<file path="src/rtl/core/swsid_pkg.sv">
package swsid_pkg;

    localparam int DataWidth    = 32;
    localparam int DefaultDepth = 16;
    localparam int FuncWidth    = 3;
    localparam int StatusWidth  = 2;
    localparam int CountWidth   = 5;
    localparam int InTdataWidth = 72;
    localparam int OutTdataWidth = 40;

    localparam logic [FuncWidth-1:0] FN_PUSH   = 3'd0;
    localparam logic [FuncWidth-1:0] FN_POP    = 3'd1;
    localparam logic [FuncWidth-1:0] FN_INSERT = 3'd2;
    localparam logic [FuncWidth-1:0] FN_DELETE = 3'd3;
    localparam logic [FuncWidth-1:0] FN_CLEAR  = 3'd4;

    localparam logic [StatusWidth-1:0] ST_OK        = 2'd0;
    localparam logic [StatusWidth-1:0] ST_EMPTY     = 2'd1;
    localparam logic [StatusWidth-1:0] ST_NOT_FOUND = 2'd2;
    localparam logic [StatusWidth-1:0] ST_FULL      = 2'd3;

    typedef enum logic [2:0] {
        OP_HOLD,
        OP_PUSH,
        OP_POP,
        OP_START,
        OP_STEP,
        OP_INS,
        OP_DEL
    } t_cell_op;

    typedef enum logic [2:0] {
        S_IDLE,
        S_DISPATCH,
        S_SCAN,
        S_APPLY,
        S_DONE
    } t_state;

    typedef struct packed {
        logic [DataWidth-1:0] data;
        logic                 tok;
    } t_link;

endpackage

</file>
<file path="src/rtl/core/stack_with_search_insert_delete.sv">
// Channel  Direction  tdata fields (lowest bit up)                    tuser  tlast
// s        in         func[2:0] value[34:3] key[66:35], pad to 72     -      -
// m        out        popped_value[31:0] status[33:32]                -      -
//                     entry_count[38:34], pad to 40
// One request is in work at a time; a new one is taken while a result waits on m.
// Push, pop, clear, unknown codes and requests refused at once go from dispatch straight
// to the done state. A search ends on a match or after the last entry, as a token walks
// the chain of cells one cell a cycle from the top.
// The synchronous reset empties the list; the entries themselves are not cleared.
// A stalled m side holds the finished result and the engine waits after one request.
module stack_with_search_insert_delete #(
    parameter int DEPTH = swsid_pkg::DefaultDepth
) (
    input  logic                                 i_clk,
    input  logic                                 i_rst_n,
    input  logic                                 i_s_tvalid,
    output logic                                 o_s_tready,
    input  logic [swsid_pkg::InTdataWidth-1:0]   i_s_tdata,  // func, value, key
    output logic                                 o_m_tvalid,
    input  logic                                 i_m_tready,
    output logic [swsid_pkg::OutTdataWidth-1:0]  o_m_tdata   // popped_value, status, entry_count
);

    localparam int DW = swsid_pkg::DataWidth;
    localparam int FW = swsid_pkg::FuncWidth;
    localparam int CW = $clog2(DEPTH + 1);
    localparam int KW = $clog2(DEPTH);

    swsid_pkg::t_state   r_state, n_state;
    swsid_pkg::t_cell_op w_op;
    logic [FW-1:0]       r_func, n_func;
    logic [DW-1:0]       r_val, n_val;
    logic [DW-1:0]       r_key, n_key;
    logic [CW-1:0]       r_count, n_count;
    logic [KW-1:0]       r_k, n_k;
    logic [DW-1:0]       r_pop, n_pop;
    logic [swsid_pkg::StatusWidth-1:0] r_stat, n_stat;
    logic                r_ovalid, n_ovalid;
    logic [DW-1:0]       r_o_pop, n_o_pop;
    logic [swsid_pkg::StatusWidth-1:0] r_o_stat, n_o_stat;
    logic [swsid_pkg::CountWidth-1:0]  r_o_count, n_o_count;

    logic [DW-1:0]       w_search;
    swsid_pkg::t_link    w_link [DEPTH];
    logic [DEPTH-1:0]    w_hit;
    logic                w_full;
    logic                w_empty;

    assign w_full   = r_count == CW'(DEPTH);
    assign w_empty  = r_count == '0;
    assign w_search = (r_func == swsid_pkg::FN_INSERT) ? r_key : r_val;

    for (genvar g = 0; g < DEPTH; g++) begin : g_cell
        swsid_pkg::t_link w_prev;
        logic [DW-1:0]    w_next;
        if (g == 0) begin : g_first
            assign w_prev.data = r_val;
            assign w_prev.tok  = 1'b0;
        end else begin : g_mid
            assign w_prev = w_link[g-1];
        end
        if (g == DEPTH - 1) begin : g_last
            assign w_next = '0;
        end else begin : g_inner
            assign w_next = w_link[g+1].data;
        end
        swsid_cell #(
            .DEPTH (DEPTH),
            .IDX   (g)
        ) u_cell (
            .i_clk       (i_clk),
            .i_rst_n     (i_rst_n),
            .i_op        (w_op),
            .i_val       (r_val),
            .i_key       (w_search),
            .i_count     (r_count),
            .i_prev      (w_prev),
            .i_next_data (w_next),
            .o_link      (w_link[g]),
            .o_hit       (w_hit[g])
        );
    end

    assign o_s_tready = (r_state == swsid_pkg::S_IDLE);
    assign o_m_tvalid = r_ovalid;
    assign o_m_tdata  = {1'b0, r_o_count, r_o_stat, r_o_pop};

    always_comb begin
        n_state   = r_state;
        n_func    = r_func;
        n_val     = r_val;
        n_key     = r_key;
        n_count   = r_count;
        n_k       = r_k;
        n_pop     = r_pop;
        n_stat    = r_stat;
        n_ovalid  = r_ovalid;
        n_o_pop   = r_o_pop;
        n_o_stat  = r_o_stat;
        n_o_count = r_o_count;
        w_op      = swsid_pkg::OP_HOLD;

        if (r_ovalid && i_m_tready) begin
            n_ovalid = 1'b0;
        end

        unique case (r_state)
            swsid_pkg::S_IDLE: begin
                if (i_s_tvalid) begin
                    n_func  = i_s_tdata[FW-1:0];
                    n_val   = i_s_tdata[FW+DW-1:FW];
                    n_key   = i_s_tdata[FW+2*DW-1:FW+DW];
                    n_state = swsid_pkg::S_DISPATCH;
                end
            end
            swsid_pkg::S_DISPATCH: begin
                n_pop   = '0;
                n_stat  = swsid_pkg::ST_OK;
                n_k     = '0;
                n_state = swsid_pkg::S_DONE;
                unique case (r_func)
                    swsid_pkg::FN_PUSH: begin
                        if (w_full) begin
                            n_stat = swsid_pkg::ST_FULL;
                        end else begin
                            w_op    = swsid_pkg::OP_PUSH;
                            n_count = r_count + 1'b1;
                        end
                    end
                    swsid_pkg::FN_POP: begin
                        if (w_empty) begin
                            n_stat = swsid_pkg::ST_EMPTY;
                        end else begin
                            w_op    = swsid_pkg::OP_POP;
                            n_pop   = w_link[0].data;
                            n_count = r_count - 1'b1;
                        end
                    end
                    swsid_pkg::FN_INSERT: begin
                        if (w_full) begin
                            n_stat = swsid_pkg::ST_FULL;
                        end else if (w_empty) begin
                            n_stat = swsid_pkg::ST_NOT_FOUND;
                        end else begin
                            w_op    = swsid_pkg::OP_START;
                            n_state = swsid_pkg::S_SCAN;
                        end
                    end
                    swsid_pkg::FN_DELETE: begin
                        if (w_empty) begin
                            n_stat = swsid_pkg::ST_NOT_FOUND;
                        end else begin
                            w_op    = swsid_pkg::OP_START;
                            n_state = swsid_pkg::S_SCAN;
                        end
                    end
                    swsid_pkg::FN_CLEAR: n_count = '0;
                    default: ;
                endcase
            end
            swsid_pkg::S_SCAN: begin
                if (|w_hit) begin
                    n_state = swsid_pkg::S_APPLY;
                end else if (CW'(r_k) == r_count - 1'b1) begin
                    n_stat  = swsid_pkg::ST_NOT_FOUND;
                    n_state = swsid_pkg::S_DONE;
                end else begin
                    w_op = swsid_pkg::OP_STEP;
                    n_k  = r_k + 1'b1;
                end
            end
            swsid_pkg::S_APPLY: begin
                if (r_func == swsid_pkg::FN_INSERT) begin
                    w_op    = swsid_pkg::OP_INS;
                    n_count = r_count + 1'b1;
                end else begin
                    w_op    = swsid_pkg::OP_DEL;
                    n_count = r_count - 1'b1;
                end
                n_state = swsid_pkg::S_DONE;
            end
            swsid_pkg::S_DONE: begin
                if (!r_ovalid || i_m_tready) begin
                    n_ovalid  = 1'b1;
                    n_o_pop   = r_pop;
                    n_o_stat  = r_stat;
                    n_o_count = swsid_pkg::CountWidth'(r_count);
                    n_state   = swsid_pkg::S_IDLE;
                end
            end
            default: n_state = swsid_pkg::S_IDLE;
        endcase
    end

    always_ff @(posedge i_clk) begin
        r_func    <= n_func;
        r_val     <= n_val;
        r_key     <= n_key;
        r_k       <= n_k;
        r_pop     <= n_pop;
        r_stat    <= n_stat;
        r_o_pop   <= n_o_pop;
        r_o_stat  <= n_o_stat;
        r_o_count <= n_o_count;
        if (!i_rst_n) begin
            r_state  <= swsid_pkg::S_IDLE;
            r_count  <= '0;
            r_ovalid <= 1'b0;
        end else begin
            r_state  <= n_state;
            r_count  <= n_count;
            r_ovalid <= n_ovalid;
        end
    end

endmodule

</file>
<file path="src/rtl/core/swsid_cell.sv">
module swsid_cell #(
    parameter int DEPTH = swsid_pkg::DefaultDepth,
    parameter int IDX   = 0
) (
    input  logic                              i_clk,
    input  logic                              i_rst_n,
    input  swsid_pkg::t_cell_op               i_op,
    input  logic [swsid_pkg::DataWidth-1:0]   i_val,
    input  logic [swsid_pkg::DataWidth-1:0]   i_key,
    input  logic [$clog2(DEPTH+1)-1:0]        i_count,
    input  swsid_pkg::t_link                  i_prev,
    input  logic [swsid_pkg::DataWidth-1:0]   i_next_data,
    output swsid_pkg::t_link                  o_link,
    output logic                              o_hit
);

    localparam int CW = $clog2(DEPTH + 1);

    logic [swsid_pkg::DataWidth-1:0] r_data, n_data;
    logic                            r_tok, n_tok;
    logic                            r_past, n_past;
    logic                            w_valid;

    assign w_valid     = CW'(IDX) < i_count;
    assign o_hit       = r_tok && w_valid && (r_data == i_key);
    assign o_link.data = r_data;
    assign o_link.tok  = r_tok;

    always_comb begin
        n_data = r_data;
        n_tok  = r_tok;
        n_past = r_past;
        unique case (i_op)
            swsid_pkg::OP_PUSH: n_data = i_prev.data;
            swsid_pkg::OP_POP:  n_data = i_next_data;
            swsid_pkg::OP_START: begin
                n_tok  = (IDX == 0);
                n_past = 1'b0;
            end
            swsid_pkg::OP_STEP: begin
                n_tok  = i_prev.tok;
                n_past = r_past | r_tok;
            end
            swsid_pkg::OP_INS: begin
                if (i_prev.tok) begin
                    n_data = i_val;
                end else if (!r_tok && !r_past) begin
                    n_data = i_prev.data;
                end
            end
            swsid_pkg::OP_DEL: begin
                if (!r_past) begin
                    n_data = i_next_data;
                end
            end
            default: ;
        endcase
    end

    always_ff @(posedge i_clk) begin
        r_data <= n_data;
        if (!i_rst_n) begin
            r_tok  <= 1'b0;
            r_past <= 1'b0;
        end else begin
            r_tok  <= n_tok;
            r_past <= n_past;
        end
    end

endmodule
</file>
<file path="config.mk">
export PLATFORM = sky130hd
export DESIGN_NAME = stack_with_search_insert_delete
export DESIGN_NICKNAME = d
export VERILOG_FILES = /design/src/rtl/core/swsid_pkg.sv /design/src/rtl/core/stack_with_search_insert_delete.sv /design/src/rtl/core/swsid_cell.sv
export SDC_FILE = /design/constraint.sdc
export NUM_CORES = 2
export LEC_CHECK = 0
export BUFFER_PORTS_ARGS = -buffer_cell sky130_fd_sc_hd__buf_2
export CAP_MARGIN = 25
export CORE_AREA = 5 5 277 279
export CTS_CLUSTER_DIAMETER = 80
export DETAILED_ROUTE_END_ITERATION = 8
export DIE_AREA = 0 0 282 284
export PLACE_DENSITY = 0.74
export SYNTH_ARGS = -nofsm -noshare
export SYNTH_HDL_FRONTEND = slang
export SYNTH_SLANG_ARGS = --single-unit
</file>
<file path="constraint.sdc">
create_clock -name i_clk -period 7.2 [get_ports i_clk]
set_input_delay 1.08 -clock i_clk [delete_from_list [all_inputs] [get_ports i_clk]]
set_output_delay 1.08 -clock i_clk [all_outputs]
set_load 0.03 [all_outputs]
</file>
-- Word-level counts from Yosys, hierarchy flattened
Cells that the tools add are included.
- memories: 0
- input port bits: 76
- memory bits (writable): 0
- flip-flop bits (word level): 697
- bits in read-only memories: 0
- latch bits: 0
- logic and storage cells: 415
- order comparisons: 16
- add/sub/neg operators: 3
- divide/modulo/power cells: 0
- multiply operators: 0
- bitwise gates (word level): 17
- reductions and logical operators: 114
- equality and inequality tests: 73
- mux-type cells: 132
- shift operators: 0
- operator list (cell ; number):
    32-bit case mux with 4 select lines ; 16
    32-bit 2-to-1 mux ; 48
    32-bit equality test ; 16
    1-bit case mux with 2 select lines ; 32
    3-bit AND reduction ; 19
    1-bit logical AND ; 49
    3-bit by 1-bit inequality test with 1-bit output (second input constant) ; 15
    2-bit inequality test (second input constant) ; 21
    4-bit by 5-bit less-than comparator with 1-bit output (first input constant) ; 8
    1-bit logical NOT ; 33
    3-bit 2-to-1 mux ; 8
    3-bit by 5-bit less-than comparator with 1-bit output (first input constant) ; 4
    3-bit by 2-bit equality test with 1-bit output (second input constant) ; 6
    2-bit 2-to-1 mux ; 9
    1-bit OR ; 16
    2-bit case mux with 4 select lines ; 2
    16-bit OR reduction ; 1
    3-bit equality test (second input constant) ; 5
    5-bit 2-to-1 mux ; 3
    3-bit case mux with 5 select lines ; 1
    5-bit case mux with 3 select lines ; 1
    1-bit by 5-bit less-than comparator with 1-bit output (first input constant) ; 2
    2-bit by 5-bit less-than comparator with 1-bit output (first input constant) ; 2
    5-bit case mux with 2 select lines ; 1
    24 further kinds ; 37

-- Depth between registers and ports, before layout
- word-level depth: 10
- gate-level depth with buffers: 19
- gate-level depth less buffers: 12

-- By module
From an unflattened synthesis, not the netlist that was laid out.
- cell total of the unflattened synthesis: 3183
- area, all modules: 38819.7 um^2
- modules (own cells, without submodules) (module ; cells an instance ; area each (um^2) ; sequential area each (um^2) ; instances):
    swsid_cell (g_cell[14].u_cell ...) ; 176 ; 2045.7 ; 1001.0 ; 3
    stack_with_search_insert_delete ; 362 ; 6097.1 ; 4504.3 ; 1
    swsid_cell (g_cell[4].u_cell ...) ; 176 ; 2047.0 ; 1001.0 ; 2
    swsid_cell (g_cell[10].u_cell) ; 177 ; 2057.0 ; 1001.0 ; 1
    swsid_cell (g_cell[0].u_cell) ; 178 ; 2049.5 ; 1001.0 ; 1
    swsid_cell (g_cell[2].u_cell) ; 177 ; 2049.5 ; 1001.0 ; 1
    swsid_cell (g_cell[12].u_cell) ; 176 ; 2048.2 ; 1001.0 ; 1
    swsid_cell (g_cell[13].u_cell) ; 176 ; 2044.5 ; 1001.0 ; 1
    swsid_cell (g_cell[1].u_cell) ; 177 ; 2044.5 ; 1001.0 ; 1
    swsid_cell (g_cell[3].u_cell) ; 177 ; 2043.2 ; 1001.0 ; 1
    swsid_cell (g_cell[5].u_cell) ; 176 ; 2043.2 ; 1001.0 ; 1
    swsid_cell (g_cell[11].u_cell) ; 176 ; 2040.7 ; 1001.0 ; 1
    swsid_cell (g_cell[7].u_cell) ; 176 ; 2039.5 ; 1001.0 ; 1
    swsid_cell (g_cell[15].u_cell) ; 175 ; 2031.9 ; 1001.0 ; 1

-- Worst setup path after synthesis
Ideal clock, no wire load.
- path kind: reg-to-reg
- start: register r_state[0]
- end: register g_cell[12].u_cell.r_data[0] (netlist name) (enable)
- buffers on the path: 4
- cell stages (with the launch flop): 12
- data required time: 6.730 ns
- period minus slack after synthesis: 7.712 ns
- arrival time: 7.242 ns
- setup slack: -0.512 ns
- path through: dfxtp_1 clkbuf_1 nor3b_1 nor2b_1 o211ai_1 a21boi_0 ha_1 clkbuf_1 clkbuf_1 buf_1 a32o_1 a21boi_0
- longest elaborated chain between the ends: 5
- ends and longest elaborated chain (element ; line ; text):
    start, declared ; stack_with_search_insert_delete.sv:29 ; swsid_pkg::t_state r_state, n_state;
    start signal, assigned ; stack_with_search_insert_delete.sv:206 ; r_state <= swsid_pkg::S_IDLE;
    start signal, assigned ; stack_with_search_insert_delete.sv:210 ; r_state <= n_state;
    3-bit by 2-bit equality test with 1-bit output / 3-bit by 1-bit equality test with 1-bit output (equally long branches) ; stack_with_search_insert_delete.sv:107 ; unique case (r_state)
    3-bit case mux with 3 select lines (*) ; stack_with_search_insert_delete.sv:107 ;
    3-bit equality test (tied with other cells) ; swsid_cell.sv:33 ; unique case (i_op)
    3-bit by 1-bit inequality test with 1-bit output (no source line) (tied with other cells) ; - ;
    3-bit AND reduction (no source line) (*) ; - ;
    end signal, assigned ; swsid_cell.sv:61 ; r_data <= n_data;
    end, declared ; swsid_cell.sv:19 ; logic [swsid_pkg::DataWidth-1:0] r_data, n_data;
Every way passes the cells marked *; elsewhere a longest branch is shown, timed or not.
A chain may end at the register's enable or synchronous reset.

-- Worst setup path in the final report
- start: register r_func[2]
- end: register g_cell[12].u_cell.r_data[10] (netlist name) (data pin)
- longest elaborated chain between the ends: 9
- ends and longest elaborated chain (element ; line ; text):
    start, declared ; stack_with_search_insert_delete.sv:31 ; logic [FW-1:0] r_func, n_func;
    start signal, assigned ; stack_with_search_insert_delete.sv:196 ; r_func <= n_func;
    3-bit by 2-bit equality test with 1-bit output ; stack_with_search_insert_delete.sv:51, stack_with_search_insert_delete.sv:121, stack_with_search_insert_delete.sv:173 ;
    32-bit 2-to-1 mux ; stack_with_search_insert_delete.sv:51 ; assign w_search = (r_func == swsid_pkg::FN_INSERT) ? r_key : r_val;
    32-bit equality test ; swsid_cell.sv:25 ; assign o_hit = r_tok && w_valid && (r_data == i_key);
    1-bit logical AND ; swsid_cell.sv:25 ;
    16-bit OR reduction ; stack_with_search_insert_delete.sv:162 ; if (|w_hit) begin
    3-bit 2-to-1 mux ; stack_with_search_insert_delete.sv:162 ;
    3-bit case mux with 3 select lines (*) ; stack_with_search_insert_delete.sv:107 ;
    3-bit equality test (tied with other cells) ; swsid_cell.sv:33 ;
    32-bit case mux with 4 select lines (*) ; swsid_cell.sv:33 ;
    named net g_cell[12].u_cell.n_data (one bit) ; swsid_cell.sv:19 ;
Mark *: on every way through the listed nets, which the timed path passes. The rest lies on a longest branch.

==> run metrics <==
outcome=finished clean; CTS root buffer=clkbuf_16; clk_lat worst skew=0.66 ns; crit share post-route=0.836; final setup fails=0; P&R area growth vs syn=13.8%; ys flop type=edfxtp_1; Starting Density=0.542; CP peak stage delay=0.72 ns; Synth warnings=0; Mapped Area=0.0401 mm^2; H-tree levels=3; largest net degree at the start of global routing=109; DRC=0; row cnt=100; clk sinks=697; P_leak=15.4 nW; GPL Wtd Cong=1.11; die width=282 um; CTS buffer count=78; Seq/Total Area, Yosys=0.512; worst path cell trace=nor3b_4 -> buf_12 -> buf_4 -> mux2i_2 -> buf_12 -> xnor2_1 -> nor4_1 -> buf_4 -> nand4_1 -> nor4_1 -> nor4_1 -> buf_4 -> a41oi_4 -> nor2_4 -> buf_12 -> mux2i_4 -> buf_12 -> a221o_1; ys async rst share=0; number of port buffers=111; Core Area=0.0739 mm^2; first-pass GRT wire length=256000 um; RSZ-0062 raised after global routing=no; Synth Register Bits=697; Avg Vias per Cell=7.54; Routed WL per cell=41.5 um; fmax=166 MHz; clk_skew=0.0497 ns; Critical Path RT=7.72 ns; Resized cells post-CTS=0; grt total ovfl=0; Clock Path Buffers=3; EDFF count, synth=656; kind of critical path=flip-flop to flip-flop; Top cell by count, worst path=buf_12; hold buffer count at cts=0; Synth cell types=80; vias in the first global route=31700; die height=284 um; Post-Layout Cell Count=4542; actual slew at the worst max-slew pin=1.08 ns; max_slew headroom=0.268; I/O Pins=118; slowest CP cell=mux2i_4; Final Hold Fails=0; initial DRC count=6203; Final #Nets=3583; ratio of cells with drive above 1 in the final layout=0.147; initial antenna violation count=13; Reg clk slew, reported paths=0.06 ns; Placed Area=0.0431 mm^2; Max-Cap Viols=0; Pwr Density=212 mW/mm^2; postcts setup bufs=0; Slew Limit Fails=0; crit path launch type=flip-flop; DRT Pass-1 Iters=7; Worst setup EP type=flip-flop; HP Class=flip-flop to flip-flop; Register Area=0.0205 mm^2; die footprint=0.0801 mm^2; min cycle time layout=6.02 ns; HPWL after DPL=137000 um; Max IR drop VDD=178 uV; GRT Overall Usage=0.457; aggregate negative setup slack=0 ns; multi-input logic area=0.0184 mm^2; CP arrival=6.54 ns; Post-Route WL=188000 um; synthesized area per cell=11.7 um^2; Syn Inst Count=3433; FILL cells=5845; Antenna Nets Post-Route=0; DP Cell Count=4385; syn nets=3518; CTS tree=built; total number of vias=34200; CP max FO=54; post-route cell area=0.0456 mm^2
==> worst paths after layout <==
| check | startpoint | endpoint | slack [ns] | cells past startpoint |
|---|---|---|---|---|
| worst max-delay path | r_func[2]$_DFFE_PP_ | g_cell[12].u_cell.r_data[10]$_DFFE_PP_ | 1.18 | 18 |
| worst min-delay path | r_pop[18]$_SDFFCE_PN0P_ | r_o_pop[18]$_DFFE_PP_ | 0.41 | 0 |
| worst max register to register | r_func[2]$_DFFE_PP_ | g_cell[12].u_cell.r_data[10]$_DFFE_PP_ | 1.18 | 18 |
| worst min register to register | r_pop[18]$_SDFFCE_PN0P_ | r_o_pop[18]$_DFFE_PP_ | 0.41 | 0 |
==> worst max-delay path, delay by kind of cell, from the launching register on <==
family / cells / cell delay (ns)
AND/OR/NAND/NOR: 6 / 1.45
XOR/XNOR: 1 / 0.28
buffers and inverters: 7 / 1.94
AO/OA/AOI/OAI: 2 / 0.28
flip-flops: 1 / 0.58
multiplexers: 2 / 1.26
==> kinds of logic (layout without fill, tap and decap cells) <==
group | Yosys count | after routing | share of synthesized area
multiplexers | 60 | 60 | 0.0171
XOR/XNOR | 457 | 457 | 0.0998
buffers and inverters | 418 | 547 | 0.0449
AO/OA/AOI/OAI | 870 | 870 | 0.189
adder cells (fa/ha/maj) | 9 | 9 | 0.00281
flip-flops | 697 | 697 | 0.512
AND/OR/NAND/NOR | 921 | 921 | 0.135
other | 1 | 12 | 0.0000935
==> registers in the layout, summed over array words and instances (netlist names), 5 cells and up <==
| register | count |
|---|---|
| g_cell.u_cell.r_data | 512 |
| g_cell.u_cell.r_past | 16 |
| g_cell.u_cell.r_tok | 16 |
| r_count | 5 |
| r_key | 32 |
| r_o_count | 5 |
| r_o_pop | 32 |
| r_pop | 32 |
| r_val | 32 |
==> power by group <==
group | switching (mW) | internal, mW | total, mW | leakage [nW]
sequential | 0.193 | 4.52 | 4.72 | 6.33
clock | 1.81 | 2.12 | 3.93 | 1.20
combinational | 0.675 | 0.361 | 1.04 | 7.84
total | 2.68 | 7.00 | 9.68 | 15.4
==> cells in the mapped netlist, types with 12 or more instances <==
| cell | number | area [um^2] |
|---|---|---|
| a2111oi_0 | 14 | 123 |
| a21boi_0 | 25 | 188 |
| a21oi_1 | 36 | 180 |
| a221o_1 | 452 | 4520 |
| a221oi_1 | 27 | 236 |
| a222oi_1 | 15 | 150 |
| a22o_1 | 35 | 307 |
| a22oi_1 | 24 | 180 |
| and2_1 | 495 | 3100 |
| buf_2 | 99 | 495 |
| clkbuf_1 | 187 | 702 |
| dfxtp_1 | 41 | 821 |
| edfxtp_1 | 656 | 19700 |
| inv_1 | 107 | 402 |
| mux2i_1 | 35 | 350 |
| mux2i_2 | 12 | 165 |
| nand2_1 | 86 | 323 |
| nand2b_1 | 18 | 113 |
| nand3_1 | 23 | 115 |
| nand4_1 | 33 | 206 |
| nor2_1 | 40 | 150 |
| nor2b_1 | 42 | 263 |
| nor3_1 | 59 | 295 |
| nor4_1 | 90 | 563 |
| o21ai_0 | 77 | 385 |
| o221ai_1 | 19 | 166 |
| o22ai_1 | 48 | 300 |
| o2bb2ai_1 | 12 | 105 |
| xnor2_1 | 352 | 3080 |
| xor2_1 | 105 | 920 |
==> layout by cell type (no fill, tap or decap), types with 53 or more instances in the layout <==
master,instances
buf_2,111
edfxtp_1,656
a221o_1,452
nand2_1,86
clkbuf_16,78
inv_1,107
xor2_1,105
buf_4,124
o21ai_0,77
nor4_1,88
buf_12,53
xnor2_1,352
and2_1,494
==> area by class of cell <==
| class | count | share of cell area |
|---|---|---|
| Tap cell | 969 | 0.0266 |
| Sequential cell | 697 | 0.450 |
| Inverter | 109 | 0.00897 |
| Timing Repair Buffer | 294 | 0.0580 |
| Multi-Input combinational cell | 2318 | 0.403 |
| Clock inverter | 53 | 0.00889 |
| Antenna cell | 11 | 0.000603 |
| Clock buffer | 91 | 0.0445 |
==> through the flow <==
| stage | total power [mW] | util | setup slack [ns] | hold slack, ns |
|---|---|---|---|---|
| 3_5_place_dp | 5.76 | 0.583 | 1.37 | 0.405 |
| 6_report | 9.68 | 0.617 | 1.18 | 0.414 |
| 4_1_cts | 9.60 | 0.616 | 1.35 | 0.415 |
| 2_1_floorplan | 5.22 | - | 0.728 | 0.400 |
| 3_3_place_gp | 5.74 | 0.582 | 1.48 | 0.400 |
| 5_1_grt | 9.84 | 0.617 | 1.14 | 0.426 |
==> metal layers <==
layer | track usage | wire, um | vias to the layer above
li1 | - | - | 13400
met1 | 0.575 | 62900 | 16800
met2 | 0.639 | 77000 | 3259
met3 | 0.144 | 27400 | 709
met4 | 0.381 | 21000 | 4
met5 | 0.000611 | 27 | -
No activity file was read; power rests on OpenSTA's default activity.
